File: src/sv/iee_pkg.sv
// ----------------------------------------------------------------------------
// iee_pkg: shared types and constants of the infix expression evaluator
// Holds the operator and status codes, the phase codes of the serial
// datapath, and the control bundle that the sequencer hands to it.
// ----------------------------------------------------------------------------
`default_nettype none

package iee_pkg;

    localparam int VALUE_WIDTH_DEFAULT = 32;
    localparam int RESULT_WIDTH        = 32;
    localparam int IN_TDATA_WIDTH      = 8;
    localparam int OUT_TDATA_WIDTH     = 40;

    localparam logic [7:0] CH_PLUS   = 8'h2B;
    localparam logic [7:0] CH_MINUS  = 8'h2D;
    localparam logic [7:0] CH_TIMES  = 8'h2A;
    localparam logic [7:0] CH_DIVIDE = 8'h2F;
    localparam logic [7:0] CH_ZERO   = 8'h30;
    localparam logic [7:0] CH_NINE   = 8'h39;

    typedef enum logic [1:0] {
        OP_PLUS   = 2'd0,
        OP_MINUS  = 2'd1,
        OP_TIMES  = 2'd2,
        OP_DIVIDE = 2'd3
    } iee_op_t;

    typedef enum logic [1:0] {
        ERR_NONE = 2'd0,
        ERR_DIV0 = 2'd1,
        ERR_OVF  = 2'd2
    } iee_err_t;

    typedef enum logic [2:0] {
        PH_HOLD   = 3'd0,
        PH_DIGIT  = 3'd1,
        PH_ADDSUB = 3'd2,
        PH_BASE   = 3'd3,
        PH_ITER   = 3'd4,
        PH_MERGE  = 3'd5,
        PH_CLEAR  = 3'd6
    } iee_phase_t;

    typedef struct packed {
        iee_phase_t  phase;
        logic        first_bit;
        logic        last_bit;
        iee_op_t     op;
        logic [3:0]  digit;
    } iee_ctrl_t;

endpackage

`default_nettype wire

File: src/sv/iee_datapath.sv
// ----------------------------------------------------------------------------
// iee_datapath: serial arithmetic of the infix expression evaluator
// Running total, last additive term and pending number live in shift
// registers that rotate one bit per cycle, least significant bit first.
// Multiply and divide take one multiplier or quotient bit per cycle.
// ----------------------------------------------------------------------------
`default_nettype none

module iee_datapath #(
    parameter int VALUE_WIDTH = iee_pkg::VALUE_WIDTH_DEFAULT
) (
    input  wire                      clk,
    input  wire                      rst_n,
    input  iee_pkg::iee_ctrl_t       ctrl,
    output logic [VALUE_WIDTH-1:0]   total,
    output iee_pkg::iee_err_t        err_code
);
    import iee_pkg::*;

    localparam int W = VALUE_WIDTH;

    logic [W-1:0] total_reg, total_next;
    logic [W-1:0] last_reg, last_next;
    logic [W-1:0] pend_reg, pend_next;
    logic [W-1:0] acc_reg, acc_next;
    logic         carry_reg, carry_next;
    logic         aux_reg, aux_next;
    logic         seen_b_reg, seen_b_next;
    logic [1:0]   dcarry_reg, dcarry_next;
    logic [2:0]   hist_reg, hist_next;
    logic [3:0]   dsh_reg, dsh_next;
    logic         sa_reg, sa_next;
    logic         sb_reg, sb_next;
    logic         zero_reg, zero_next;
    iee_err_t     err_reg, err_next;

    // Serial adder on the running total.
    logic         add_b, add_sub, add_cinit;
    logic         cin, aux_in, seen_b;
    logic         b_eff, sum_bit, sum_cout, add_ovf;
    logic         sa, sb, neg;
    logic         src_bit, t_bit;
    logic [2:0]   h_eff;
    logic [1:0]   dc_eff;
    logic         d_bit;
    logic [2:0]   dsum;
    logic [W:0]   mul_sum;
    logic [W-1:0] rem_sh, div_diff;
    logic         div_ge;
    logic         raise_ovf, raise_div0;

    assign sa     = ctrl.first_bit ? last_reg[W-1] : sa_reg;
    assign sb     = ctrl.first_bit ? pend_reg[W-1] : sb_reg;
    assign neg    = sa_reg ^ sb_reg;
    assign seen_b = ctrl.first_bit ? 1'b0 : seen_b_reg;
    assign aux_in = ctrl.first_bit ? (ctrl.phase == PH_ADDSUB) : aux_reg;

    // The product or quotient magnitude is negated on the fly as it leaves.
    always_comb
    begin
        if (ctrl.op == OP_TIMES)
        begin
            src_bit = pend_reg[0];
        end
        else
        begin
            src_bit = zero_reg ? 1'b0 : last_reg[0];
        end
        t_bit = (neg && aux_in) ? ~src_bit : src_bit;
    end

    always_comb
    begin
        add_b     = 1'b0;
        add_sub   = 1'b0;
        add_cinit = 1'b0;
        unique case (ctrl.phase)
            PH_ADDSUB:
            begin
                add_b     = pend_reg[0];
                add_sub   = (ctrl.op == OP_MINUS);
                add_cinit = (ctrl.op == OP_MINUS);
            end
            PH_BASE:
            begin
                add_b     = last_reg[0];
                add_sub   = 1'b1;
                add_cinit = 1'b1;
            end
            PH_MERGE:
            begin
                add_b = t_bit;
            end
            default:
            begin
                add_b = 1'b0;
            end
        endcase
    end

    assign cin      = ctrl.first_bit ? add_cinit : carry_reg;
    assign b_eff    = add_b ^ add_sub;
    assign sum_bit  = total_reg[0] ^ b_eff ^ cin;
    assign sum_cout = (total_reg[0] & b_eff) | (total_reg[0] & cin) | (b_eff & cin);
    assign add_ovf  = (total_reg[0] == b_eff) && (sum_bit != total_reg[0]);

    // Digit accumulation: new = 8p + 2p + d, one bit per cycle.
    assign h_eff  = ctrl.first_bit ? 3'b000 : hist_reg;
    assign dc_eff = ctrl.first_bit ? 2'b00 : dcarry_reg;
    assign d_bit  = ctrl.first_bit ? ctrl.digit[0] : dsh_reg[0];
    assign dsum   = 3'(h_eff[2]) + 3'(h_eff[0]) + 3'(d_bit) + 3'(dc_eff);

    assign mul_sum  = {1'b0, acc_reg} + (pend_reg[0] ? {1'b0, last_reg} : '0);
    assign rem_sh   = {acc_reg[W-2:0], last_reg[W-1]};
    assign div_ge   = (rem_sh >= pend_reg);
    assign div_diff = rem_sh - pend_reg;

    always_comb
    begin
        total_next  = total_reg;
        last_next   = last_reg;
        pend_next   = pend_reg;
        acc_next    = acc_reg;
        carry_next  = carry_reg;
        aux_next    = aux_reg;
        seen_b_next = seen_b_reg;
        dcarry_next = dcarry_reg;
        hist_next   = hist_reg;
        dsh_next    = dsh_reg;
        sa_next     = sa_reg;
        sb_next     = sb_reg;
        zero_next   = zero_reg;
        err_next    = err_reg;
        raise_ovf   = 1'b0;
        raise_div0  = 1'b0;

        unique case (ctrl.phase)
            PH_DIGIT:
            begin
                pend_next   = {dsum[0], pend_reg[W-1:1]};
                hist_next   = {h_eff[1:0], pend_reg[0]};
                dcarry_next = dsum[2:1];
                dsh_next    = ctrl.first_bit ? {1'b0, ctrl.digit[3:1]} : {1'b0, dsh_reg[3:1]};
                // Bits pushed past the top, or a set sign bit, mean the number is too big.
                if (ctrl.last_bit)
                begin
                    raise_ovf = dsum[0] | (dsum[2:1] != 2'b00) | pend_reg[0]
                              | h_eff[0] | h_eff[1];
                end
            end
            PH_ADDSUB:
            begin
                total_next = {sum_bit, total_reg[W-1:1]};
                carry_next = sum_cout;
                if (ctrl.op == OP_MINUS)
                begin
                    last_next = {~pend_reg[0] ^ aux_in, last_reg[W-1:1]};
                end
                else
                begin
                    last_next = {pend_reg[0], last_reg[W-1:1]};
                end
                aux_next  = ~pend_reg[0] & aux_in;
                pend_next = {1'b0, pend_reg[W-1:1]};
                if (ctrl.last_bit)
                begin
                    // Negating the most negative number is the only way the term overflows.
                    raise_ovf = add_ovf | ((ctrl.op == OP_MINUS) && pend_reg[0]
                              && (~pend_reg[0] ^ aux_in));
                end
            end
            PH_BASE:
            begin
                total_next  = {sum_bit, total_reg[W-1:1]};
                carry_next  = sum_cout;
                last_next   = {(sa && aux_in) ? ~last_reg[0] : last_reg[0], last_reg[W-1:1]};
                aux_next    = aux_in | last_reg[0];
                pend_next   = {(sb && seen_b) ? ~pend_reg[0] : pend_reg[0], pend_reg[W-1:1]};
                seen_b_next = seen_b | pend_reg[0];
                sa_next     = sa;
                sb_next     = sb;
                acc_next    = '0;
                if (ctrl.first_bit)
                begin
                    zero_next = (pend_reg == '0);
                end
                if (ctrl.last_bit)
                begin
                    raise_ovf = add_ovf;
                end
            end
            PH_ITER:
            begin
                if (ctrl.op == OP_TIMES)
                begin
                    acc_next  = mul_sum[W:1];
                    pend_next = {mul_sum[0], pend_reg[W-1:1]};
                    if (ctrl.last_bit)
                    begin
                        raise_ovf = (mul_sum[W:1] != '0)
                                  || (mul_sum[0] && (!neg || (pend_reg[W-1:1] != '0)));
                    end
                end
                else if (zero_reg)
                begin
                    raise_div0 = ctrl.first_bit;
                end
                else
                begin
                    acc_next  = div_ge ? div_diff : rem_sh;
                    last_next = {last_reg[W-2:0], div_ge};
                    if (ctrl.last_bit)
                    begin
                        raise_ovf = !neg && last_reg[W-2];
                    end
                end
            end
            PH_MERGE:
            begin
                total_next = {sum_bit, total_reg[W-1:1]};
                carry_next = sum_cout;
                last_next  = {t_bit, last_reg[W-1:1]};
                aux_next   = aux_in | src_bit;
                pend_next  = {1'b0, pend_reg[W-1:1]};
                if (ctrl.last_bit)
                begin
                    raise_ovf = add_ovf;
                end
            end
            PH_CLEAR:
            begin
                total_next = '0;
                last_next  = '0;
                pend_next  = '0;
            end
            default:
            begin
                total_next = total_reg;
            end
        endcase

        // The first error of an expression is the one that is kept.
        if (ctrl.phase == PH_CLEAR)
        begin
            err_next = ERR_NONE;
        end
        else if (err_reg == ERR_NONE)
        begin
            if (raise_ovf)
            begin
                err_next = ERR_OVF;
            end
            else if (raise_div0)
            begin
                err_next = ERR_DIV0;
            end
        end
    end

    always_ff @(posedge clk or negedge rst_n)
    begin
        if (!rst_n)
        begin
            total_reg  <= '0;
            last_reg   <= '0;
            pend_reg   <= '0;
            err_reg    <= ERR_NONE;
        end
        else
        begin
            total_reg  <= total_next;
            last_reg   <= last_next;
            pend_reg   <= pend_next;
            err_reg    <= err_next;
        end
    end

    always_ff @(posedge clk)
    begin
        acc_reg    <= acc_next;
        carry_reg  <= carry_next;
        aux_reg    <= aux_next;
        seen_b_reg <= seen_b_next;
        dcarry_reg <= dcarry_next;
        hist_reg   <= hist_next;
        dsh_reg    <= dsh_next;
        sa_reg     <= sa_next;
        sb_reg     <= sb_next;
        zero_reg   <= zero_next;
    end

    assign total    = total_reg;
    assign err_code = err_reg;

endmodule

`default_nettype wire

File: src/sv/infix_expression_evaluator_top.sv
// ----------------------------------------------------------------------------
// infix_expression_evaluator_top: character stream expression evaluator
// Evaluates unsigned decimal numbers joined by + - * / with the usual
// precedence and returns the value and a status on the last character.
//
// Channel  Dir  Transfer when        Contents
// s_*      in   s_tvalid & s_tready  tdata[7:0] char_code, tlast last_char
// m_*      out  m_tvalid & m_tready  tdata[31:0] value, [33:32] status
//
// A character is taken only in S_IDLE, also while a number is still pending.
// A digit is shifted into the pending number by the serial accumulator.
// Applying a number under + or - is a serial add or subtract; under * or /
// it runs serial passes for subtract, shift-add or restoring divide, and merge.
// On the last character the result register is loaded from S_EMIT; the block
// waits there while an earlier result has not been taken. Reset clears the
// control registers and the total, term, number and error registers asynchronously.
// ----------------------------------------------------------------------------
`default_nettype none

module infix_expression_evaluator_top #(
    parameter int VALUE_WIDTH = iee_pkg::VALUE_WIDTH_DEFAULT
) (
    input  wire                                 clk,
    input  wire                                 rst_n,
    input  wire                                 s_tvalid,
    output logic                                s_tready,
    input  wire  [iee_pkg::IN_TDATA_WIDTH-1:0]  s_tdata,   // [7:0] char_code
    input  wire                                 s_tlast,
    output logic                                m_tvalid,
    input  wire                                 m_tready,
    // [31:0] value, [33:32] status, rest zero
    output logic [iee_pkg::OUT_TDATA_WIDTH-1:0] m_tdata
);
    import iee_pkg::*;

    localparam int CNT_W = $clog2(VALUE_WIDTH);

    typedef enum logic [2:0] {
        S_IDLE,
        S_DIGIT,
        S_ADDSUB,
        S_BASE,
        S_ITER,
        S_MERGE,
        S_EMIT
    } state_t;

    state_t            state_reg, state_next;
    logic [CNT_W-1:0]  cnt_reg, cnt_next;
    iee_op_t           op_reg, op_next;
    iee_op_t           newop_reg, newop_next;
    logic              has_op_reg, has_op_next;
    logic              active_reg, active_next;
    logic              lastc_reg, lastc_next;
    logic [3:0]        digit_reg, digit_next;
    logic              m_tvalid_reg, m_tvalid_next;
    logic [RESULT_WIDTH-1:0] value_reg, value_next;
    iee_err_t          status_reg, status_next;

    iee_ctrl_t                ctrl;
    logic [VALUE_WIDTH-1:0]   total;
    iee_err_t                 err_code;
    logic [RESULT_WIDTH-1:0]  value_ext;

    logic     in_fire, out_free, is_digit, is_op, final_bit;
    iee_op_t  char_op;
    state_t   apply_state;

    iee_datapath #(
        .VALUE_WIDTH (VALUE_WIDTH)
    ) u_datapath (
        .clk      (clk),
        .rst_n    (rst_n),
        .ctrl     (ctrl),
        .total    (total),
        .err_code (err_code)
    );

    generate
        if (VALUE_WIDTH >= RESULT_WIDTH)
        begin : g_trunc
            assign value_ext = total[RESULT_WIDTH-1:0];
        end
        else
        begin : g_sext
            assign value_ext = {{(RESULT_WIDTH-VALUE_WIDTH){total[VALUE_WIDTH-1]}}, total};
        end
    endgenerate

    assign s_tready  = (state_reg == S_IDLE);
    assign in_fire   = s_tvalid && s_tready;
    assign out_free  = !m_tvalid_reg || m_tready;
    assign final_bit = (cnt_reg == CNT_W'(VALUE_WIDTH - 1));
    assign is_digit  = (s_tdata >= CH_ZERO) && (s_tdata <= CH_NINE);

    always_comb
    begin
        is_op   = 1'b1;
        char_op = OP_PLUS;
        unique case (s_tdata)
            CH_PLUS:   char_op = OP_PLUS;
            CH_MINUS:  char_op = OP_MINUS;
            CH_TIMES:  char_op = OP_TIMES;
            CH_DIVIDE: char_op = OP_DIVIDE;
            default:   is_op   = 1'b0;
        endcase
    end

    always_comb
    begin
        unique case (op_reg) inside
            OP_PLUS, OP_MINUS: apply_state = S_ADDSUB;
            default:           apply_state = S_BASE;
        endcase
    end

    always_comb
    begin
        state_next    = state_reg;
        cnt_next      = cnt_reg;
        op_next       = op_reg;
        newop_next    = newop_reg;
        has_op_next   = has_op_reg;
        active_next   = active_reg;
        lastc_next    = lastc_reg;
        digit_next    = digit_reg;
        value_next    = value_reg;
        status_next   = status_reg;
        m_tvalid_next = m_tvalid_reg && !m_tready;

        ctrl.phase     = PH_HOLD;
        ctrl.first_bit = (cnt_reg == '0);
        ctrl.last_bit  = final_bit;
        ctrl.op        = op_reg;
        ctrl.digit     = digit_reg;

        unique case (state_reg)
            S_IDLE:
            begin
                if (in_fire)
                begin
                    lastc_next  = s_tlast;
                    has_op_next = 1'b0;
                    cnt_next    = '0;
                    if (is_digit)
                    begin
                        digit_next = s_tdata[3:0];
                        state_next = S_DIGIT;
                    end
                    else
                    begin
                        // An operator waits until the pending number has been applied.
                        if (is_op && active_reg)
                        begin
                            has_op_next = 1'b1;
                            newop_next  = char_op;
                        end
                        else if (is_op)
                        begin
                            op_next = char_op;
                        end
                        if (active_reg)
                        begin
                            state_next = apply_state;
                        end
                        else if (s_tlast)
                        begin
                            state_next = S_EMIT;
                        end
                    end
                end
            end
            S_DIGIT:
            begin
                ctrl.phase = PH_DIGIT;
                cnt_next   = cnt_reg + CNT_W'(1);
                if (final_bit)
                begin
                    cnt_next    = '0;
                    active_next = 1'b1;
                    state_next  = lastc_reg ? apply_state : S_IDLE;
                end
            end
            S_ADDSUB, S_MERGE:
            begin
                ctrl.phase = (state_reg == S_ADDSUB) ? PH_ADDSUB : PH_MERGE;
                cnt_next   = cnt_reg + CNT_W'(1);
                if (final_bit)
                begin
                    cnt_next    = '0;
                    active_next = 1'b0;
                    if (has_op_reg)
                    begin
                        op_next = newop_reg;
                    end
                    state_next = lastc_reg ? S_EMIT : S_IDLE;
                end
            end
            S_BASE:
            begin
                ctrl.phase = PH_BASE;
                cnt_next   = cnt_reg + CNT_W'(1);
                if (final_bit)
                begin
                    cnt_next   = '0;
                    state_next = S_ITER;
                end
            end
            S_ITER:
            begin
                ctrl.phase = PH_ITER;
                cnt_next   = cnt_reg + CNT_W'(1);
                if (final_bit)
                begin
                    cnt_next   = '0;
                    state_next = S_MERGE;
                end
            end
            S_EMIT:
            begin
                if (out_free)
                begin
                    ctrl.phase    = PH_CLEAR;
                    m_tvalid_next = 1'b1;
                    value_next    = (err_code == ERR_DIV0) ? '0 : value_ext;
                    status_next   = err_code;
                    op_next       = OP_PLUS;
                    active_next   = 1'b0;
                    state_next    = S_IDLE;
                end
            end
            default:
            begin
                state_next = S_IDLE;
            end
        endcase
    end

    always_ff @(posedge clk or negedge rst_n)
    begin
        if (!rst_n)
        begin
            state_reg    <= S_IDLE;
            cnt_reg      <= '0;
            op_reg       <= OP_PLUS;
            newop_reg    <= OP_PLUS;
            has_op_reg   <= 1'b0;
            active_reg   <= 1'b0;
            lastc_reg    <= 1'b0;
            digit_reg    <= '0;
            m_tvalid_reg <= 1'b0;
            value_reg    <= '0;
            status_reg   <= ERR_NONE;
        end
        else
        begin
            state_reg    <= state_next;
            cnt_reg      <= cnt_next;
            op_reg       <= op_next;
            newop_reg    <= newop_next;
            has_op_reg   <= has_op_next;
            active_reg   <= active_next;
            lastc_reg    <= lastc_next;
            digit_reg    <= digit_next;
            m_tvalid_reg <= m_tvalid_next;
            value_reg    <= value_next;
            status_reg   <= status_next;
        end
    end

    assign m_tvalid = m_tvalid_reg;
    assign m_tdata  = {6'b000000, status_reg, value_reg};

    // A division by zero always reports a zero value.
    assert property (@(posedge clk) disable iff (!rst_n)
        (m_tvalid && (m_tdata[33:32] == ERR_DIV0)) |-> (m_tdata[31:0] == '0))
        else $error("division by zero reported with a nonzero value");

    // The bit counter is back at zero whenever a new character can be taken.
    assert property (@(posedge clk) disable iff (!rst_n)
        s_tready |-> (cnt_reg == '0))
        else $error("bit counter not at zero while idle");

    // Applying a number always consumes it.
    assert property (@(posedge clk) disable iff (!rst_n)
        ((state_reg == S_MERGE) && final_bit) |=> !active_reg)
        else $error("number still pending after merge");

    // A finished result is loaded as soon as the output register is free.
    assert property (@(posedge clk) disable iff (!rst_n)
        ((state_reg == S_EMIT) && !m_tvalid) |=> m_tvalid)
        else $error("result not presented although output register was free");

endmodule

`default_nettype wire
File: config.mk
export PLATFORM = sky130hd
export DESIGN_NAME = infix_expression_evaluator_top
export DESIGN_NICKNAME = d
export VERILOG_FILES = /design/src/sv/iee_pkg.sv /design/src/sv/iee_datapath.sv /design/src/sv/infix_expression_evaluator_top.sv
export SDC_FILE = /design/constraint.sdc
export NUM_CORES = 1
export LEC_CHECK = 0
export ABC_AREA = 1
export BUFFER_PORTS_ARGS = -buffer_cell sky130_fd_sc_hd__buf_2
export CORE_UTILIZATION = 35
export CTS_CLUSTER_DIAMETER = 100
export CTS_CLUSTER_SIZE = 14
export DETAILED_ROUTE_END_ITERATION = 7
export PLACE_DENSITY = 0.58
export SLEW_MARGIN = 20
export SYNTH_ARGS = -nofsm -noshare
export SYNTH_HDL_FRONTEND = slang
export SYNTH_SLANG_ARGS = --single-unit
File: constraint.sdc
create_clock -name clk -period 9.4 [get_ports clk]
set_clock_uncertainty 0.05 [all_clocks]
set_input_delay 1.88 -clock clk [delete_from_list [all_inputs] [get_ports clk]]
set_output_delay 1.88 -clock clk [all_outputs]
set_load 0.02 [all_outputs]
=== Word-level counts from Yosys, hierarchy flattened ===
Index checks and enable logic that the tools add are counted.

* Bits in registers: 199
* Input port bits: 13
* Output and inout port bits: 42
* Word-level logic and storage cells: 232

* $add $sub $neg: 6
* Magnitude comparators: 3
* Equality and inequality tests: 37
* Multiplexer cells: 82
* Bitwise gates (word level): 23
* Reductions and logical operators: 56

{| class="wikitable"
|+ Operators with widths
! cell !! count
|-
| one-hot mux 32 bit (5 select lines) || 2
|-
| two-way mux 32 bit || 9
|-
| one-hot mux 32 bit (2 select lines) || 2
|-
| two-way mux 3 bit || 15
|-
| adder 32 x 33 -> 33 bit || 1
|-
| equality test 8 x 6 -> 1 bit (second input constant) || 4
|-
| greater-or-equal comparator 32 bit || 1
|-
| logical NOT 32 bit || 1
|-
| nonzero test 32 bit || 1
|-
| subtractor 32 bit || 1
|-
| nonzero test 31 bit || 1
|-
| two-way mux 1 bit || 30
|-
| two-way mux 2 bit || 12
|-
| != test 2 bit (second input constant) || 10
|-
| equality test 3 bit (second input constant) || 6
|-
| one-hot mux 3 bit (6 select lines) || 1
|-
| one-hot mux 3 bit (5 select lines) || 1
|-
| AND reduction 2 bit || 7
|-
| equality test 3 x 2 -> 1 bit (second input constant) || 4
|-
| logical AND 1 bit || 12
|-
| one-hot mux 2 bit (3 select lines) || 2
|-
| nonzero test 3 bit || 4
|-
| two-way mux 5 bit || 2
|-
| OR 1 bit || 10
|-
| 37 further kinds || 68
|}

=== Depth between registers and ports, before layout ===
* Depth after elaboration: 20
* Mapped depth: 25
* Mapped depth without buffers: 23

=== Hierarchy ===
From an unflattened synthesis, not the netlist that was laid out.

* Cell total of the unflattened synthesis: 2,097
* Area total of the unflattened synthesis: 14,498.9 µm²

{| class="wikitable"
|+ By module, submodules not included
! module !! times used !! cells an instance !! area each (µm²) !! seq. area each (µm²)
|-
| iee_datapath || 1 || 1,754 || 11,683.7 || 3,833.7
|-
| infix_expression_evaluator_top || 1 || 343 || 2,815.2 || 1,351.3
|}

=== Worst setup path after synthesis ===
Ideal clock, no wire load.

* Path kind: register to register
* Start: reg state_reg[2]
* End: reg u_datapath.acc_reg[0] (enable)
* Setup time: 470 ps
* Arrival: 3,464 ps
* Data required time: 8,880 ps
* Setup slack: 5,416 ps
* Stages on the path, launching flop included: 7
* Path buffers: 0
* Cells stage by stage: dfrtp_1 -> nor2_1 -> inv_1 -> nor2_1 -> inv_1 -> nand2_1 -> a21boi_0

* Word-level cells in the longest chain between the ends: 6
* Elaborated cells on any way between the ends: 14
* Those cells by class: eq/ne (9); mux (2); reduce/logical (3)

{| class="wikitable"
|+ Ends and longest elaborated chain
! item !! line !! RTL
|-
| start: declaration || infix_expression_evaluator_top.sv:48 || <nowiki>state_t state_reg, state_next;</nowiki>
|-
| start signal: assignment || infix_expression_evaluator_top.sv:257 || <nowiki>state_reg <= state_next;</nowiki>
|-
| equality test 3 x 2 -> 1 bit / equality test 3 bit (equally long branches) || infix_expression_evaluator_top.sv:137, infix_expression_evaluator_top.sv:186 ||
|-
| two-way mux 3 bit / OR reduction 2 bit (equally long branches) || infix_expression_evaluator_top.sv:186, infix_expression_evaluator_top.sv:137 ||
|-
| one-hot mux 3 bit (5 select lines) * || infix_expression_evaluator_top.sv:137 || <nowiki>unique case (state_reg)</nowiki>
|-
| equality test 3 bit / equality test 3 x 2 -> 1 bit (equally long branches) || iee_datapath.sv:137 || <nowiki>unique case (ctrl.phase)</nowiki>
|-
| != test 3 bit (no source line) / nonzero test 2 bit (equally long branches) || n/a ||
|-
| AND reduction 2 bit (no source line) * || n/a ||
|-
| end signal: assignment || iee_datapath.sv:280 || <nowiki>acc_reg <= acc_next;</nowiki>
|-
| end: declaration || iee_datapath.sv:25 || <nowiki>logic [W-1:0] acc_reg, acc_next;</nowiki>
|}

Mark *: on every way between the ends. The rest lies on a longest branch, timed or not.
A chain may end at the register's enable or synchronous reset.

=== Final worst setup path ===
* Start: reg cnt_reg[0]
* End: reg u_datapath.err_reg[1], in the netlist u_datapath.err_code[1]

* Word-level cells in the longest chain between the ends: 16
* Elaborated cells on any way between the ends: 43
* Those cells by class: add/sub (3); eq/ne (3); mux (21); bitwise (9); reduce/logical (7)

{| class="wikitable"
|+ Ends and longest elaborated chain
! item !! line !! RTL
|-
| start: declaration || infix_expression_evaluator_top.sv:49 || <nowiki>logic [CNT_W-1:0] cnt_reg, cnt_next;</nowiki>
|-
| start signal: assignment || infix_expression_evaluator_top.sv:258 || <nowiki>cnt_reg <= cnt_next;</nowiki>
|-
| branches (longest 16 deep; another with adder 3 x 1 -> 3 bit) || n/a ||
|-
| end signal: assignment || iee_datapath.sv:274 || <nowiki>err_reg <= err_next;</nowiki>
|-
| end: declaration || iee_datapath.sv:35 || <nowiki>iee_err_t err_reg, err_next;</nowiki>
|}

Several ways; the timed one is not identified. The select of a mux whose other input is x is not followed.

==> summary.md <==
| Metric | Value |
|---|---|
| Critical Path AT | 4.02 ns |
| Top FF cell, synth | dfrtp_1 |
| CTS Buf Count | 17 |
| Final Non-Filler Cells | around 2,500 |
| CTS root buf | clkbuf_16 |
| Combinational group share of total power | 56.5% |
| Via-per-instance ratio | ~5 |
| Crit Path Max Fanout | 16 |
| Final period util | 39.7% |
| Synth top area cells | dfrtp_1 27%, nand2_1 13%, edfxtp_1 9.9% |
| Post-Synthesis Cells | between 1,500 and 2,000 |
| CTS clock-pin slew for the worst setup and hold paths | 0.08 ns |
| Final setup violation count | 0 |
| Critical path class | reg -> reg |
| Post-CTS Repair Setup Buffers | 0 |
| GP Congestion | roughly 0.92 |
| Synthesized area per cell | about 7 um^2 |
| CTS tree | built |
| Register share of total power | about 29% |
| NetSw | 2.53 mW |
| Iteration-0 DRC Markers | 1,029 |
| Die X | 202 um |
| Detailed Route WL | 40,300 um |
| Most used cell along the critical path | nand2_1 |
| Max H-tree Level | 4 |
| Top-area cell type share of the netlist area | 27.3% |
| Area leader, netlist | dfrtp_1 |
| Core ar. | between 30,000 and 40,000 um^2 |
| FMAX | 268 MHz |
| Worst vdd rail ir drop | 181 uV |
| Register area share after synthesis | 37.2% |
| N_diodes | 0 |
| Post-DP HPWL | roughly 31,000 um |
| Status | complete, no violations |
| Clock share of power | 15.0% |
| Worst-Skew Late Latency | about 0.44 ns |
| Initial antenna violation count | 0 |
| Maxcap violations | 0 |
| Critical Path Start Type | register |
| Cell-internal power | 2.46 mW |
| CTS sink count | 198 |
| Ys Warns | 0 |
| # IOs | 55 |
| Mapped Area | 13,900 um^2 |
| CTS Hold Bufs | 0 |
| Filler cells | 4,148 |
| CP max stage delay | roughly 0.46 ns |
| Crit path max-delay cell type | fa_1 |
| FP Rows | 72 |
| Post-CTS Resized | 0 |
| Crit path cell chain | inv_1 -> ha_1 -> nand4_4 -> inv_1 -> nand2_1 -> o21ai_2 -> inv_2 -> nor2_1 -> nand2_1 -> o21ai_0 -> o221ai_1 -> xnor2_1 -> fa_1 -> inv_1 -> a21oi_1 -> o21ai_0 -> o311ai_0 -> nand4_1 -> nand2_1 -> nand2_1 -> nand3_1 -> nand2_1 -> inv_1 |
| Pin count of the biggest net entering global routing | 124 |
| Die Y-Extent | between 200 and 250 um |
| Placed Instances | between 2,000 and 2,500 |
| Total die area | 40,600 um^2 |
| DR WL/cell | 16.1 um |
| Post-synth EDFFs | 46 |
| Final TNS setup | 0 ns |
| Proportion of layout cells with a drive suffix above 1 | roughly 7.6% |
| Antenna Violating Nets Remaining | 0 |
| Max-slew headroom | 33.9% |
| FFs w/ async S/R, synth | 76.8% |
| Port Buffers | 48 |
| LEAKAGE | ~7.6 nW |
| Remaining Overflow, GRT | 0 |
| DR DRC count | 0 |
| Detailed Routing Iterations Pass 1 | 5 |
| Fin crit period | 3.73 ns |
| Vias | around 13,000 |
| Count of unique library cells instantiated by Yosys | 62 |
| CP endpoint kind | register |
| Switching fraction of total power | 50.7% |
| Unrepaired setup endpoints after global routing | false |
| Area grow syn2layout | 9.45% |
| Hold WC Path Type | reg -> reg |
| Pwr Density | 327 nW/um^2 |
| Final Max Slew Viols | 0 |
| CTS Buffer Depth | 2 |
| First-pass GRT wire length | 65,000 um |
| Worst EP required | 9.69 ns |
| Yosys reg bits | 198 |
| Final nets | 2,053 |
| Vias in the first global route | ~12,000 |
| Total GRT Usage | 20.1% |
| Initial Util | 35.7% |
| Worst-Margin Slew | just under 1 ns |
| Final Hold Viols | 0 |
==> power by group through the flow <==
| stage | Clock [mW] | Combinational, mW | Sequential (mW) |
|---|---|---|---|
| 2_1_floorplan | 0 | 2.06 | 1.44 |
| 3_3_place_gp | 0 | 2.75 | 1.44 |
| 3_5_place_dp | 0 | 2.78 | 1.44 |
| 4_1_cts | 0.765 | 2.80 | 1.43 |
| 5_1_grt | 0.801 | 3.18 | 1.46 |
| 6_report | 0.747 | 2.82 | 1.43 |
==> cells in the final DEF (no fill, tap or decap), types with 3 or more instances in the layout <==
cell type	synthesis	final
dfrtp_1	152	152
or2_1	3	3
nand2_1	500	499
o21ai_1	11	11
clkinv_2	0	4
xor2_1	14	14
nor4_1	4	4
fa_1	5	5
ha_1	71	71
a21o_1	6	6
nor2_1	128	127
o22ai_1	35	35
nor2_2	8	9
and2_1	4	4
inv_2	8	8
nand3_1	122	122
o21bai_1	5	5
a21oi_2	4	3
o21ai_0	164	164
nand2_2	18	18
buf_4	9	6
nand3b_1	5	5
clkbuf_16	0	17
a21oi_1	90	90
buf_2	11	47
o211ai_1	10	10
xnor2_1	16	16
nor3_1	19	19
edfxtp_1	46	46
mux2i_1	3	3
nand4_1	24	24
o31ai_1	35	35
inv_1	330	330
nand3_2	4	4
a31oi_1	6	6
conb_1	1	6
nor2_4	4	4
nand2_4	2	3
==> metal layers <==
metal | routed length [um] | share of wire, % | vias to the layer above | GRT usage, %
met5 | 0 | 0 | - | 0
met4 | 585 | 1.5 | 0 | 4.30
met3 | 1910 | 4.7 | 29 | 3.14
met2 | 18200 | 45 | 276 | 32.1
met1 | 19600 | 49 | 6003 | 28.7
li1 | - | - | 6352 | -
==> worst max-delay path, delay by kind of cell, from the launching register on <==
kind | cells | cell delay, ns
and+or+nand+nor | 9 | 0.89
AOI/OAI and AO/OA | 6 | 0.72
adders and majority gates | 2 | 0.65
buffers and inverters | 5 | 0.62
DFF | 1 | 0.41
xor gates and xnor gates | 1 | 0.27
==> logic make-up after synthesis <==
kind of cell / share of synthesized area [%]
xor gates and xnor gates: 1.88
DFF: 37.2
AOI/OAI and AO/OA: 15.6
other: 0.0269
muxes: 0.296
adders and majority gates: 7.09
buffers and inverters: 11.2
and+or+nand+nor: 26.7
==> metrics by stage <==
step	util, %	setup slack (ns)	cell area, um^2	power (mW)	hold WS (ns)
3_5_place_dp	37.6	5.58	14600	4.22	0.418
2_1_floorplan	-	5.42	14000	3.50	0.400
6_report	39.1	5.67	15300	5.00	0.437
5_1_grt	39.1	5.34	15300	5.44	0.462
3_3_place_gp	37.6	5.61	14600	4.18	0.412
4_1_cts	39.0	5.70	15200	4.99	0.438
==> area by class of cell <==
| cell class | instances | area, um^2 | area share, % |
|---|---|---|---|
| multi-input cells | 1351 | 7240 | 47.4 |
| inverters | 340 | 1280 | 8.36 |
| flip-flops and latches | 198 | 5180 | 34.0 |
| well taps | 518 | 648 | 4.25 |
| clock buffers | 19 | 433 | 2.84 |
| clock inverters | 13 | 146 | 0.959 |
| repair buffers | 56 | 330 | 2.16 |
==> final timing paths <==
| check | from | to | slack, ns | depth (start not counted) |
|---|---|---|---|---|
| worst max-delay path | cnt_reg[0]$_DFFE_PN0P_ | u_datapath.err_code[1]$_DFFE_PN0P_ | 5.67 | 23 |
| worst min-delay path | value_reg[17]$_DFFE_PN0P_ | value_reg[17]$_DFFE_PN0P_ | 0.44 | 2 |
| worst max register to register | cnt_reg[0]$_DFFE_PN0P_ | u_datapath.err_code[1]$_DFFE_PN0P_ | 5.67 | 23 |
| worst min register to register | value_reg[17]$_DFFE_PN0P_ | value_reg[17]$_DFFE_PN0P_ | 0.44 | 2 |
| max in group asynchronous | rst_n | value_reg[14]$_DFFE_PN0P_ | 6.19 | 3 |
| min in group asynchronous | rst_n | u_datapath.last_reg[16]$_DFFE_PN0P_ | 1.27 | 1 |
==> synth_stat cells, types with 2 or more instances <==
library cell  number
dfrtp_1          152
o22ai_1           35
a21o_1             6
nor2_1           128
o21ai_0          164
clkbuf_1          42
edfxtp_1          46
nand2_1          500
xnor2_1           16
xor2_1            14
inv_1            330
nand3_2            4
nand3_1          122
nor2_4             4
nor3_1            19
nand2_4            2
a21oi_2            4
nand2_2           18
a21oi_1           90
mux2i_1            3
nand4_1           24
o21ai_2            2
o31ai_1           35
nor4_1             4
fa_1               5
nor2_2             8
ha_1              71
a31oi_1            6
buf_4              9
buf_2             11
nand3b_1           5
o21bai_1           5
buf_1              2
inv_2              8
o21ai_1           11
o211ai_1          10
or2_1              3
clkinv_1           2
and2_1             4
a21boi_0           2
Power figures use the tool's default switching activity.
